**config.mk**
```make
export PLATFORM = sky130hd
export DESIGN_NAME = tof_expected_time_sigma_core
export DESIGN_NICKNAME = d
export VERILOG_FILES = /design/src/rtl/tesig_pkg.sv /design/src/rtl/tof_expected_time_sigma_core.sv /design/src/rtl/tesig_mul.sv /design/src/rtl/tesig_div.sv /design/src/rtl/tesig_sqrt.sv
export SDC_FILE = /design/constraint.sdc
export NUM_CORES = 2
export LEC_CHECK = 0
export BUFFER_PORTS_ARGS = -buffer_cell sky130_fd_sc_hd__buf_2
export CAP_MARGIN = 10
export CORE_UTILIZATION = 57
export CTS_CLUSTER_SIZE = 28
export DETAILED_ROUTE_END_ITERATION = 12
export PLACE_DENSITY = 0.86
export SYNTH_ARGS = -nofsm -noshare
export SYNTH_HDL_FRONTEND = slang
export SYNTH_SLANG_ARGS = --single-unit
```
**constraint.sdc**
```tcl
create_clock -name i_clk -period 8.5 [get_ports i_clk]
set_input_delay 0.85 -clock i_clk [delete_from_list [all_inputs] [get_ports i_clk]]
set_output_delay 0.85 -clock i_clk [all_outputs]
set_load 0.05 [all_outputs]
```
**src/rtl/tesig_pkg.sv**
```systemverilog
`timescale 1ns / 1ps

package tesig_pkg;

    // field widths
    localparam int P_W     = 16;
    localparam int T_W     = 24;
    localparam int M_W     = 16;
    localparam int COEF_W  = 20;
    localparam int S_W     = 16;
    localparam int SIG_W   = 20;
    localparam int BIN_W   = 4;

    // serial multiplier: wide operand by narrow operand, one bit a cycle
    localparam int MUL_A_W = 40;
    localparam int MUL_B_W = 24;
    localparam int PROD_W  = 64;

    // serial divider: one quotient bit a cycle
    localparam int DIVD_W  = 56;
    localparam int DIVS_W  = 33;

    // square root: two radicand bits a cycle
    localparam int RAD_W   = 42;
    localparam int ROOT_W  = RAD_W / 2;

    localparam int DPP_W   = 37;
    localparam int SUM_W   = RAD_W;
    localparam int TBL_DEPTH = 16;

    localparam logic [SIG_W-1:0] MAX_SIGMA = '1;
    localparam int NBINS   = 10;
    localparam int NBOUNDS = 11;
    localparam logic [DIVS_W-1:0] GEV_MEV = 33'd1000;

    // opcodes carried in tuser of an input word
    localparam logic OP_LOAD    = 1'b0;
    localparam logic OP_COMPUTE = 1'b1;

    // register indexes on the configuration port
    localparam logic [2:0] REG_A = 3'd0;
    localparam logic [2:0] REG_B = 3'd1;
    localparam logic [2:0] REG_C = 3'd2;
    localparam logic [2:0] REG_D = 3'd3;
    localparam logic [2:0] REG_S = 3'd4;

    // momentum bin boundaries in MeV/c
    function automatic logic [P_W-1:0] bound_mev(input int idx);
        logic [P_W-1:0] b;
        unique case (idx)
            0:       b = 16'd300;
            1:       b = 16'd500;
            2:       b = 16'd600;
            3:       b = 16'd700;
            4:       b = 16'd800;
            5:       b = 16'd900;
            6:       b = 16'd1000;
            7:       b = 16'd1200;
            8:       b = 16'd1500;
            9:       b = 16'd2000;
            default: b = 16'd3000;
        endcase
        return b;
    endfunction

    // count of leading boundaries exceeded, capped, minus one
    function automatic logic [BIN_W-1:0] find_bin(input logic [P_W-1:0] p);
        logic [BIN_W:0] cnt;
        cnt = '0;
        for (int i = 0; i < NBOUNDS; i++) begin
            if (i < NBINS && p > bound_mev(i)) begin
                cnt = cnt + 1'b1;
            end
        end
        return (cnt == '0) ? '0 : BIN_W'(cnt - 1'b1);
    endfunction

endpackage

```
**src/rtl/tof_expected_time_sigma_core.sv**
```systemverilog
`timescale 1ns / 1ps

// Expected time-of-flight resolution for one track. A word with tuser = 1 computes
// sqrt(st^2 + ms^2 + s^2 + t0^2) from momentum, mass and flight time and returns one
// word with the 20-bit sigma (clipped, with tuser set on clipping) and the momentum
// bin; a word with tuser = 0 writes the start-time resolution table entry picked by
// the low 4 momentum bits and returns nothing. A compute runs on one shared shift-add
// multiplier (ten products), one shared restoring divider (four quotients) and a square
// root, all run one after another, and ends early when the momentum spread alone clips.
// One item is worked on at a time; a new item is taken while the last result still
// waits at the output.
module tof_expected_time_sigma_core
    import tesig_pkg::*;
(
    input  logic        i_clk,
    input  logic        i_rst_n,
    // configuration write
    input  logic        i_cfg_valid,
    output logic        o_cfg_ready,
    input  logic [2:0]  i_cfg_index,
    input  logic [19:0] i_cfg_data,
    // input words
    input  logic        s_axis_tvalid,
    output logic        s_axis_tready,
    // momentum[15:0], flight_time[39:16], particle_mass[55:40], load_value[71:56]
    input  logic [71:0] s_axis_tdata,
    // opcode[0]
    input  logic        s_axis_tuser,
    // result words
    output logic        m_axis_tvalid,
    input  logic        m_axis_tready,
    // expected_sigma[19:0], momentum_bin[23:20]
    output logic [23:0] m_axis_tdata,
    // saturated[0]
    output logic        m_axis_tuser
);

    typedef enum logic [4:0] {
        S_IDLE, S_BP, S_BP_DIV, S_CM, S_CM_DIV, S_MM, S_PP, S_TM, S_TM_DIV,
        S_DR, S_SQ_ST, S_MS_DIV, S_SQ_MS, S_SQ_S, S_SQ_T0, S_SQRT, S_OUT
    } t_state;

    t_state r_state;

    logic [COEF_W-1:0] r_a, r_b, r_c, r_d;
    logic [S_W-1:0]    r_s;
    logic [S_W-1:0]    r_table [TBL_DEPTH];

    logic [P_W-1:0]    r_p;
    logic [M_W-1:0]    r_m;
    logic [T_W-1:0]    r_t;
    logic [BIN_W-1:0]  r_bin;
    logic [DPP_W-1:0]  r_dpp;
    logic [31:0]       r_m2;
    logic [DIVS_W-1:0] r_den;
    logic [SUM_W-1:0]  r_sum;
    logic [SIG_W-1:0]  r_root;
    logic              r_sat;

    logic               r_mul_go, r_div_go, r_sqrt_go;
    logic [MUL_A_W-1:0] r_mul_a;
    logic [MUL_B_W-1:0] r_mul_b;
    logic [DIVD_W-1:0]  r_div_n;
    logic [DIVS_W-1:0]  r_div_d;

    logic               r_ov;
    logic [SIG_W-1:0]   r_o_sig;
    logic [BIN_W-1:0]   r_o_bin;
    logic               r_o_sat;

    logic               mul_done, div_done, sqrt_done;
    logic [PROD_W-1:0]  mul_prod;
    logic [DIVD_W-1:0]  div_quot;
    logic [ROOT_W-1:0]  sqrt_root;

    logic [P_W-1:0]     in_p;
    logic [M_W-1:0]     in_m;
    logic [PROD_W-21:0] st_full;

    tesig_mul u_mul (
        .i_clk  (i_clk),
        .i_rst_n(i_rst_n),
        .i_start(r_mul_go),
        .i_a    (r_mul_a),
        .i_b    (r_mul_b),
        .o_done (mul_done),
        .o_prod (mul_prod)
    );

    tesig_div u_div (
        .i_clk     (i_clk),
        .i_rst_n   (i_rst_n),
        .i_start   (r_div_go),
        .i_dividend(r_div_n),
        .i_divisor (r_div_d),
        .o_done    (div_done),
        .o_quot    (div_quot)
    );

    tesig_sqrt u_sqrt (
        .i_clk  (i_clk),
        .i_rst_n(i_rst_n),
        .i_start(r_sqrt_go),
        .i_rad  (r_sum),
        .o_done (sqrt_done),
        .o_root (sqrt_root)
    );

    // zero momentum and mass count as one
    assign in_p    = (s_axis_tdata[15:0] == '0) ? 16'd1 : s_axis_tdata[15:0];
    assign in_m    = (s_axis_tdata[55:40] == '0) ? 16'd1 : s_axis_tdata[55:40];
    assign st_full = mul_prod[PROD_W-1:20];

    assign s_axis_tready = (r_state == S_IDLE);
    assign o_cfg_ready   = 1'b1;
    assign m_axis_tvalid = r_ov;
    assign m_axis_tdata  = {r_o_bin, r_o_sig};
    assign m_axis_tuser  = r_o_sat;

    // sequencer, register file, table and output register
    always_ff @(posedge i_clk) begin
        if (!i_rst_n) begin
            r_state   <= S_IDLE;
            r_a       <= 20'd8389;
            r_b       <= 20'd8389;
            r_c       <= 20'd2097;
            r_d       <= 20'd40000;
            r_s       <= '0;
            r_mul_go  <= 1'b0;
            r_div_go  <= 1'b0;
            r_sqrt_go <= 1'b0;
            r_ov      <= 1'b0;
            for (int i = 0; i < TBL_DEPTH; i++) begin
                r_table[i] <= '0;
            end
        end else begin
            r_mul_go  <= 1'b0;
            r_div_go  <= 1'b0;
            r_sqrt_go <= 1'b0;

            // configuration writes
            if (i_cfg_valid) begin
                unique case (i_cfg_index)
                    REG_A:   r_a <= i_cfg_data;
                    REG_B:   r_b <= i_cfg_data;
                    REG_C:   r_c <= i_cfg_data;
                    REG_D:   r_d <= i_cfg_data;
                    REG_S:   r_s <= i_cfg_data[15:0];
                    default: ;
                endcase
            end

            // output word taken, unless a new one replaces it this cycle
            if (r_ov && m_axis_tready && r_state != S_OUT) begin
                r_ov <= 1'b0;
            end

            unique case (r_state)
                S_IDLE: begin
                    if (s_axis_tvalid) begin
                        if (s_axis_tuser == OP_LOAD) begin
                            r_table[s_axis_tdata[3:0]] <= s_axis_tdata[71:56];
                        end else begin
                            r_p      <= in_p;
                            r_m      <= in_m;
                            r_t      <= s_axis_tdata[39:16];
                            r_bin    <= find_bin(in_p);
                            r_sat    <= 1'b0;
                            r_mul_a  <= MUL_A_W'(r_b);
                            r_mul_b  <= MUL_B_W'(in_p);
                            r_mul_go <= 1'b1;
                            r_state  <= S_BP;
                        end
                    end
                end
                S_BP: begin
                    if (mul_done) begin
                        r_div_n  <= DIVD_W'(mul_prod);
                        r_div_d  <= GEV_MEV;
                        r_div_go <= 1'b1;
                        r_state  <= S_BP_DIV;
                    end
                end
                S_BP_DIV: begin
                    if (div_done) begin
                        r_dpp    <= DPP_W'(r_a) + DPP_W'(div_quot);
                        r_mul_a  <= MUL_A_W'(r_c);
                        r_mul_b  <= MUL_B_W'(r_m);
                        r_mul_go <= 1'b1;
                        r_state  <= S_CM;
                    end
                end
                S_CM: begin
                    if (mul_done) begin
                        r_div_n  <= DIVD_W'(mul_prod);
                        r_div_d  <= DIVS_W'(r_p);
                        r_div_go <= 1'b1;
                        r_state  <= S_CM_DIV;
                    end
                end
                S_CM_DIV: begin
                    if (div_done) begin
                        r_dpp    <= r_dpp + DPP_W'(div_quot);
                        r_mul_a  <= MUL_A_W'(r_m);
                        r_mul_b  <= MUL_B_W'(r_m);
                        r_mul_go <= 1'b1;
                        r_state  <= S_MM;
                    end
                end
                S_MM: begin
                    if (mul_done) begin
                        r_m2     <= mul_prod[31:0];
                        r_mul_a  <= MUL_A_W'(r_p);
                        r_mul_b  <= MUL_B_W'(r_p);
                        r_mul_go <= 1'b1;
                        r_state  <= S_PP;
                    end
                end
                S_PP: begin
                    if (mul_done) begin
                        r_den    <= DIVS_W'(r_m2) + DIVS_W'(mul_prod[31:0]);
                        r_mul_a  <= MUL_A_W'(r_m2);
                        r_mul_b  <= r_t;
                        r_mul_go <= 1'b1;
                        r_state  <= S_TM;
                    end
                end
                S_TM: begin
                    if (mul_done) begin
                        r_div_n  <= DIVD_W'(mul_prod);
                        r_div_d  <= r_den;
                        r_div_go <= 1'b1;
                        r_state  <= S_TM_DIV;
                    end
                end
                S_TM_DIV: begin
                    if (div_done) begin
                        r_mul_a  <= MUL_A_W'(r_dpp);
                        r_mul_b  <= T_W'(div_quot);
                        r_mul_go <= 1'b1;
                        r_state  <= S_DR;
                    end
                end
                // momentum spread term: clips the result when it alone is too large, else it is squared
                S_DR: begin
                    if (mul_done) begin
                        if (st_full > (PROD_W-20)'(MAX_SIGMA)) begin
                            r_root  <= MAX_SIGMA;
                            r_sat   <= 1'b1;
                            r_state <= S_OUT;
                        end else begin
                            r_mul_a  <= MUL_A_W'(st_full[SIG_W-1:0]);
                            r_mul_b  <= MUL_B_W'(st_full[SIG_W-1:0]);
                            r_mul_go <= 1'b1;
                            r_state  <= S_SQ_ST;
                        end
                    end
                end
                S_SQ_ST: begin
                    if (mul_done) begin
                        r_sum    <= SUM_W'(mul_prod);
                        r_div_n  <= DIVD_W'(r_d);
                        r_div_d  <= DIVS_W'(r_p);
                        r_div_go <= 1'b1;
                        r_state  <= S_MS_DIV;
                    end
                end
                S_MS_DIV: begin
                    if (div_done) begin
                        r_mul_a  <= MUL_A_W'(div_quot[SIG_W-1:0]);
                        r_mul_b  <= MUL_B_W'(div_quot[SIG_W-1:0]);
                        r_mul_go <= 1'b1;
                        r_state  <= S_SQ_MS;
                    end
                end
                S_SQ_MS: begin
                    if (mul_done) begin
                        r_sum    <= r_sum + SUM_W'(mul_prod);
                        r_mul_a  <= MUL_A_W'(r_s);
                        r_mul_b  <= MUL_B_W'(r_s);
                        r_mul_go <= 1'b1;
                        r_state  <= S_SQ_S;
                    end
                end
                S_SQ_S: begin
                    if (mul_done) begin
                        r_sum    <= r_sum + SUM_W'(mul_prod);
                        r_mul_a  <= MUL_A_W'(r_table[r_bin]);
                        r_mul_b  <= MUL_B_W'(r_table[r_bin]);
                        r_mul_go <= 1'b1;
                        r_state  <= S_SQ_T0;
                    end
                end
                S_SQ_T0: begin
                    if (mul_done) begin
                        r_sum     <= r_sum + SUM_W'(mul_prod);
                        r_sqrt_go <= 1'b1;
                        r_state   <= S_SQRT;
                    end
                end
                S_SQRT: begin
                    if (sqrt_done) begin
                        if (sqrt_root > ROOT_W'(MAX_SIGMA)) begin
                            r_root <= MAX_SIGMA;
                            r_sat  <= 1'b1;
                        end else begin
                            r_root <= sqrt_root[SIG_W-1:0];
                        end
                        r_state <= S_OUT;
                    end
                end
                // hand over once the output register is free
                S_OUT: begin
                    if (!r_ov || m_axis_tready) begin
                        r_ov    <= 1'b1;
                        r_o_sig <= r_root;
                        r_o_bin <= r_bin;
                        r_o_sat <= r_sat;
                        r_state <= S_IDLE;
                    end
                end
                default: r_state <= S_IDLE;
            endcase
        end
    end

    // clipped result always reads full scale
    a_sat_full: assert property (@(posedge i_clk) disable iff (!i_rst_n)
        m_axis_tvalid && m_axis_tuser |-> m_axis_tdata[SIG_W-1:0] == MAX_SIGMA)
        else $error("saturated word without full-scale sigma");

    // shared units never finish together
    a_one_unit: assert property (@(posedge i_clk) disable iff (!i_rst_n)
        !(mul_done && div_done) && !(mul_done && sqrt_done) && !(div_done && sqrt_done))
        else $error("two arithmetic units finished in one cycle");

    // bin stays below the bin count
    a_bin_range: assert property (@(posedge i_clk) disable iff (!i_rst_n)
        m_axis_tvalid |-> m_axis_tdata[23:20] <= BIN_W'(NBINS - 1))
        else $error("momentum bin out of range");

    // intrinsic sigma write lands
    a_cfg_s: assert property (@(posedge i_clk) disable iff (!i_rst_n)
        i_cfg_valid && i_cfg_index == REG_S |=> r_s == $past(i_cfg_data[15:0]))
        else $error("intrinsic sigma write lost");

endmodule

```
**src/rtl/tesig_mul.sv**
```systemverilog
`timescale 1ns / 1ps

module tesig_mul
    import tesig_pkg::*;
(
    input  logic               i_clk,
    input  logic               i_rst_n,
    input  logic               i_start,
    input  logic [MUL_A_W-1:0] i_a,
    input  logic [MUL_B_W-1:0] i_b,
    output logic               o_done,
    output logic [PROD_W-1:0]  o_prod
);

    localparam int CNT_W = $clog2(MUL_B_W);

    logic [PROD_W-1:0]  r_a;
    logic [MUL_B_W-1:0] r_b;
    logic [PROD_W-1:0]  r_acc;
    logic [CNT_W-1:0]   r_cnt;
    logic               r_busy;
    logic               r_done;

    // shift and add, one multiplier bit a cycle
    always_ff @(posedge i_clk) begin
        if (!i_rst_n) begin
            r_busy <= 1'b0;
            r_done <= 1'b0;
            r_cnt  <= '0;
        end else begin
            r_done <= 1'b0;
            if (i_start) begin
                r_a    <= PROD_W'(i_a);
                r_b    <= i_b;
                r_acc  <= '0;
                r_cnt  <= '0;
                r_busy <= 1'b1;
            end else if (r_busy) begin
                if (r_b[0]) begin
                    r_acc <= r_acc + r_a;
                end
                r_a   <= {r_a[PROD_W-2:0], 1'b0};
                r_b   <= {1'b0, r_b[MUL_B_W-1:1]};
                r_cnt <= r_cnt + 1'b1;
                if (r_cnt == CNT_W'(MUL_B_W - 1)) begin
                    r_busy <= 1'b0;
                    r_done <= 1'b1;
                end
            end
        end
    end

    assign o_done = r_done;
    assign o_prod = r_acc;

endmodule

```
**src/rtl/tesig_div.sv**
```systemverilog
`timescale 1ns / 1ps

module tesig_div
    import tesig_pkg::*;
(
    input  logic              i_clk,
    input  logic              i_rst_n,
    input  logic              i_start,
    input  logic [DIVD_W-1:0] i_dividend,
    input  logic [DIVS_W-1:0] i_divisor,
    output logic              o_done,
    output logic [DIVD_W-1:0] o_quot
);

    localparam int CNT_W = $clog2(DIVD_W);
    localparam int REM_W = DIVS_W + 1;

    logic [DIVD_W-1:0] r_q;
    logic [REM_W-1:0]  r_rem;
    logic [DIVS_W-1:0] r_dvs;
    logic [CNT_W-1:0]  r_cnt;
    logic              r_busy;
    logic              r_done;
    logic [REM_W-1:0]  rem_sh;
    logic              ge;

    // restoring step: bring down one dividend bit, try the subtract
    assign rem_sh = {r_rem[REM_W-2:0], r_q[DIVD_W-1]};
    assign ge     = (rem_sh >= REM_W'(r_dvs));

    always_ff @(posedge i_clk) begin
        if (!i_rst_n) begin
            r_busy <= 1'b0;
            r_done <= 1'b0;
            r_cnt  <= '0;
        end else begin
            r_done <= 1'b0;
            if (i_start) begin
                r_q    <= i_dividend;
                r_dvs  <= i_divisor;
                r_rem  <= '0;
                r_cnt  <= '0;
                r_busy <= 1'b1;
            end else if (r_busy) begin
                r_rem <= ge ? (rem_sh - REM_W'(r_dvs)) : rem_sh;
                r_q   <= {r_q[DIVD_W-2:0], ge};
                r_cnt <= r_cnt + 1'b1;
                if (r_cnt == CNT_W'(DIVD_W - 1)) begin
                    r_busy <= 1'b0;
                    r_done <= 1'b1;
                end
            end
        end
    end

    assign o_done = r_done;
    assign o_quot = r_q;

endmodule

```
**src/rtl/tesig_sqrt.sv**
```systemverilog
`timescale 1ns / 1ps

module tesig_sqrt
    import tesig_pkg::*;
(
    input  logic              i_clk,
    input  logic              i_rst_n,
    input  logic              i_start,
    input  logic [RAD_W-1:0]  i_rad,
    output logic              o_done,
    output logic [ROOT_W-1:0] o_root
);

    localparam int CNT_W = $clog2(ROOT_W);
    localparam int REM_W = ROOT_W + 3;

    logic [RAD_W-1:0]  r_v;
    logic [REM_W-1:0]  r_rem;
    logic [ROOT_W-1:0] r_root;
    logic [CNT_W-1:0]  r_cnt;
    logic              r_busy;
    logic              r_done;
    logic [REM_W-1:0]  rem_sh;
    logic [REM_W-1:0]  trial;
    logic              ge;

    // one root bit a cycle from the next radicand bit pair
    assign rem_sh = {r_rem[REM_W-3:0], r_v[RAD_W-1 -: 2]};
    assign trial  = REM_W'({r_root, 2'b01});
    assign ge     = (rem_sh >= trial);

    always_ff @(posedge i_clk) begin
        if (!i_rst_n) begin
            r_busy <= 1'b0;
            r_done <= 1'b0;
            r_cnt  <= '0;
        end else begin
            r_done <= 1'b0;
            if (i_start) begin
                r_v    <= i_rad;
                r_rem  <= '0;
                r_root <= '0;
                r_cnt  <= '0;
                r_busy <= 1'b1;
            end else if (r_busy) begin
                r_rem  <= ge ? (rem_sh - trial) : rem_sh;
                r_root <= {r_root[ROOT_W-2:0], ge};
                r_v    <= {r_v[RAD_W-3:0], 2'b00};
                r_cnt  <= r_cnt + 1'b1;
                if (r_cnt == CNT_W'(ROOT_W - 1)) begin
                    r_busy <= 1'b0;
                    r_done <= 1'b1;
                end
            end
        end
    end

    assign o_done = r_done;
    assign o_root = r_root;

endmodule

```
==> flow_metrics.env <==
export IMPL_drt_iter0_drc=5157
export IMPL_final_common_cell="edfxtp_1"
export IMPL_rsz0062_at_grt="no"
export IMPL_p_comb_frac=0.199
export IMPL_clock_sinks=1146
export IMPL_final_hold_viol_count=0
export IMPL_ctsResizeCount=0
export IMPL_via_count=41364
export IMPL_p_sw_mw=4.422
export IMPL_drv_cap=0
export IMPL_drc=0
export IMPL_synth_area_mm2=0.05860
export IMPL_clk_pin_slew_ps=70
export IMPL_cp_arrival_ps=7760
export IMPL_antenna_found_initial=41
export IMPL_cts_buffer_depth=3
export IMPL_worstMarginPinSlew_ps=1342
export IMPL_io_pins=129
export IMPL_routed_wl_um=159000
export IMPL_dr_pass1_iters=9
export IMPL_synth_nets=5249
export IMPL_cts_max_level=3
export IMPL_power_share_sequential=0.460
export IMPL_ys_warn_count=0
export IMPL_synth_top_flop_cell="edfxtp_1"
export IMPL_cts_root_buf="clkbuf_16"
export IMPL_power_internal_mw=10.84
export IMPL_dp_hpwl_um=109300
export IMPL_wl_per_cell_um=24.65
export IMPL_grt_pass1_wl_um=237500
export IMPL_clk_latency_ps=740
export IMPL_synth_seq_cells=1146
export IMPL_initial_core_util=0.5752
export IMPL_postCtsSetupBuffers=0
export IMPL_relSlewSlack=0.1054
export IMPL_outcome="finished clean"
export IMPL_setup_tns_ps=0
export IMPL_synth_avg_cell_area_um2=11.96
export IMPL_post_route_cell_area_mm2=0.06463
export IMPL_hp_class="in -> reg"
export IMPL_drive_gt1_frac=0.1453
export IMPL_via_per_inst=6.414
export IMPL_fmax_mhz=136.5
export IMPL_crit_slowest_cell="nor4_4"
export IMPL_fp_coreArea_mm2=0.1019
export IMPL_io_buffers=127
export IMPL_grt_pass1_vias=39724
export IMPL_areaGrowthSynthToFinish_pct=10.28
export IMPL_slowest_delay_ps=390
export IMPL_nets=5301
export IMPL_clock_skew_ps=68.95
export IMPL_critPathLaunchType="input pin"
export IMPL_vdd_drop_max_uv=200.4
export IMPL_path_max_fanout=8
export IMPL_ys_types=94
export IMPL_die_w_um=322.6
export IMPL_post_route_period_util=0.8622
export IMPL_fin_crit_ps=7329
export IMPL_dieArea_mm2=0.1041
export IMPL_ys_seq_area_frac=0.5648
export IMPL_grt_overflow=0
export IMPL_cts_hold_buf=0
export IMPL_dieHeight_um=322.6
export IMPL_antenna_left=0
export IMPL_cp_end_kind="flop"
export IMPL_grt_max_degree=87
export IMPL_setup_viol=0
export IMPL_cts_buffers=114
export IMPL_power_frac_clock=0.341
export IMPL_r2r_slack_ps=1550
export IMPL_final_max_slew_viol_count=0
export IMPL_criticalPathCategory="in -> reg"
export IMPL_netSwitchingFraction=0.2897
export IMPL_p_per_area_mw_per_mm2=236.2
export IMPL_gp_congestion=0.9667
export IMPL_track_usage=0.3027
export IMPL_final_cell_mix="edfxtp_1 (1015), nand2_1 (411), and2_1 (356), nor2_1 (346), ha_1 (242)"
export IMPL_synth_cells=4901
export IMPL_total_power_mw=15.26
export IMPL_cp_data_required_time_ps=8930
export IMPL_p_leak_nw=23.98
export IMPL_rows=117
export IMPL_synthArstFlopShare=0
export IMPL_placed_area_mm2=0.06068
export IMPL_cpMostUsedCell="ha_1"
export IMPL_synth_edff_count=1015
export IMPL_hold_slack_ps=284.9
export IMPL_tritoncts="done"
==> area by class of cell <==
type / instances / area, um2
sequential: 1146 / 33120
timing repair buffer: 193 / 1134
clock buffer: 148 / 3115
fill: 7387 / 37260
multi-input combinational: 3353 / 24170
antenna: 29 / 72.57
clock inverter: 67 / 757.0
inverter: 145 / 546.8
tap: 1368 / 1712
==> power groups by stage <==
stage / registers (mW) / clock network [mW] / logic [mW]
floorplan: 6.93 / 0 / 2.22
global placement: 7.10 / 0 / 2.84
detailed placement: 7.12 / 0 / 2.93
CTS: 7.00 / 5.23 / 2.97
global route: 7.04 / 5.44 / 3.27
finish: 7.02 / 5.21 / 3.04
==> cell families after synthesis <==
| logic type | synth area share |
|---|---|
| and+or+nand+nor | 0.1346 |
| DFF | 0.5648 |
| AOI/OAI and AO/OA | 0.1171 |
| buffers and inverters | 0.02596 |
| muxes | 0.07270 |
| adders and majority gates | 0.05338 |
| xor gates and xnor gates | 0.03136 |
| other | 0.00006399 |
==> routing by layer <==
metal  wire, um  global-route usage  vias to the layer above
met5        219                   0                        -
met3      21400             0.08878                      567
met1      58280              0.3948                    19934
li1           -                   -                    18297
met2      70570              0.4633                     2532
met4       8531              0.1482                       34
==> worst paths after layout <==
path / startpoint / end / cells after the start
max reg2reg: r_state[2] / r_dpp[36] / 18
min: s_axis_tdata[36] / r_t[20] / 1
max: s_axis_tdata[10] / r_bin[2] / 36
min reg2reg: r_div_d[27] / u_div.r_dvs[27] / 0
==> synth_stat cells (7+ instances only) <==
| cell type | n | area [um2] |
|---|---|---|
| a21boi_0 | 97 | 728.2 |
| a21o_1 | 116 | 870.8 |
| a41oi_1 | 7 | 61.31 |
| nand4_1 | 33 | 206.5 |
| o31ai_1 | 20 | 150.1 |
| a21oi_1 | 235 | 1176 |
| dfxtp_1 | 131 | 2623 |
| mux2i_1 | 24 | 240.2 |
| xor2_1 | 79 | 691.9 |
| or2_2 | 21 | 131.4 |
| a22oi_1 | 80 | 600.6 |
| and3_1 | 25 | 156.4 |
| o211ai_1 | 11 | 82.58 |
| o21bai_1 | 37 | 277.8 |
| a22o_1 | 29 | 254.0 |
| a31oi_1 | 38 | 237.7 |
| buf_2 | 7 | 35.03 |
| or3_1 | 25 | 156.4 |
| nand2b_1 | 42 | 262.8 |
| mux4_2 | 80 | 1802 |
| and2_1 | 356 | 2227 |
| ha_1 | 242 | 3028 |
| edfxtp_1 | 1015 | 30480 |
| a211oi_1 | 22 | 165.2 |
| mux2_2 | 197 | 2218 |
| buf_1 | 20 | 75.07 |
| nor2b_1 | 76 | 475.5 |
| nor4_1 | 19 | 118.9 |
| and4_1 | 11 | 96.34 |
| nand3_1 | 104 | 520.5 |
| o21a_1 | 45 | 337.8 |
| a222oi_1 | 20 | 200.2 |
| a2111oi_0 | 15 | 131.4 |
| nor3_1 | 62 | 310.3 |
| xnor2_1 | 120 | 1051 |
| nand2_1 | 412 | 1546 |
| inv_1 | 144 | 540.5 |
| nor2_1 | 355 | 1333 |
| clkbuf_1 | 229 | 859.6 |
| o21ai_0 | 170 | 850.8 |
==> per-stage QoR <==
step	std cells	utilization	setup WS, ps
6_report	6449	0.6343	1171
5_1_grt	6427	0.6338	559.5
4_1_cts	6420	0.6336	1194
3_5_place_dp	6205	0.5956	472.0
3_3_place_gp	6205	0.5956	554.4
2_1_floorplan	4901	-	168.3
==> critical path, delay by kind of cell <==
| family | cells | cell delay (ps) |
|---|---|---|
| fa+ha+maj | 9 | 2480 |
| simple gates | 11 | 2120 |
| compound gates | 8 | 1280 |
| mux | 4 | 750 |
| buf+inv | 4 | 290 |
==> state kept, by name, summed over array words and instances, names as in the netlist, 21 cells and up, named ones only <==
name           count
u_mul.r_a         64
u_mul.r_b         24
r_table          256
r_sum             42
r_div_d           33
r_div_n           56
r_den             33
r_m2              32
u_sqrt.r_rem      22
r_t               24
u_mul.o_prod      64
u_div.r_dvs       33
u_div.r_rem       33
u_div.o_quot      56
u_sqrt.o_root     21
u_sqrt.r_v        42
r_mul_a           37
r_dpp             37
r_mul_b           24
Note: power is estimated with default switching activity, not from simulation.
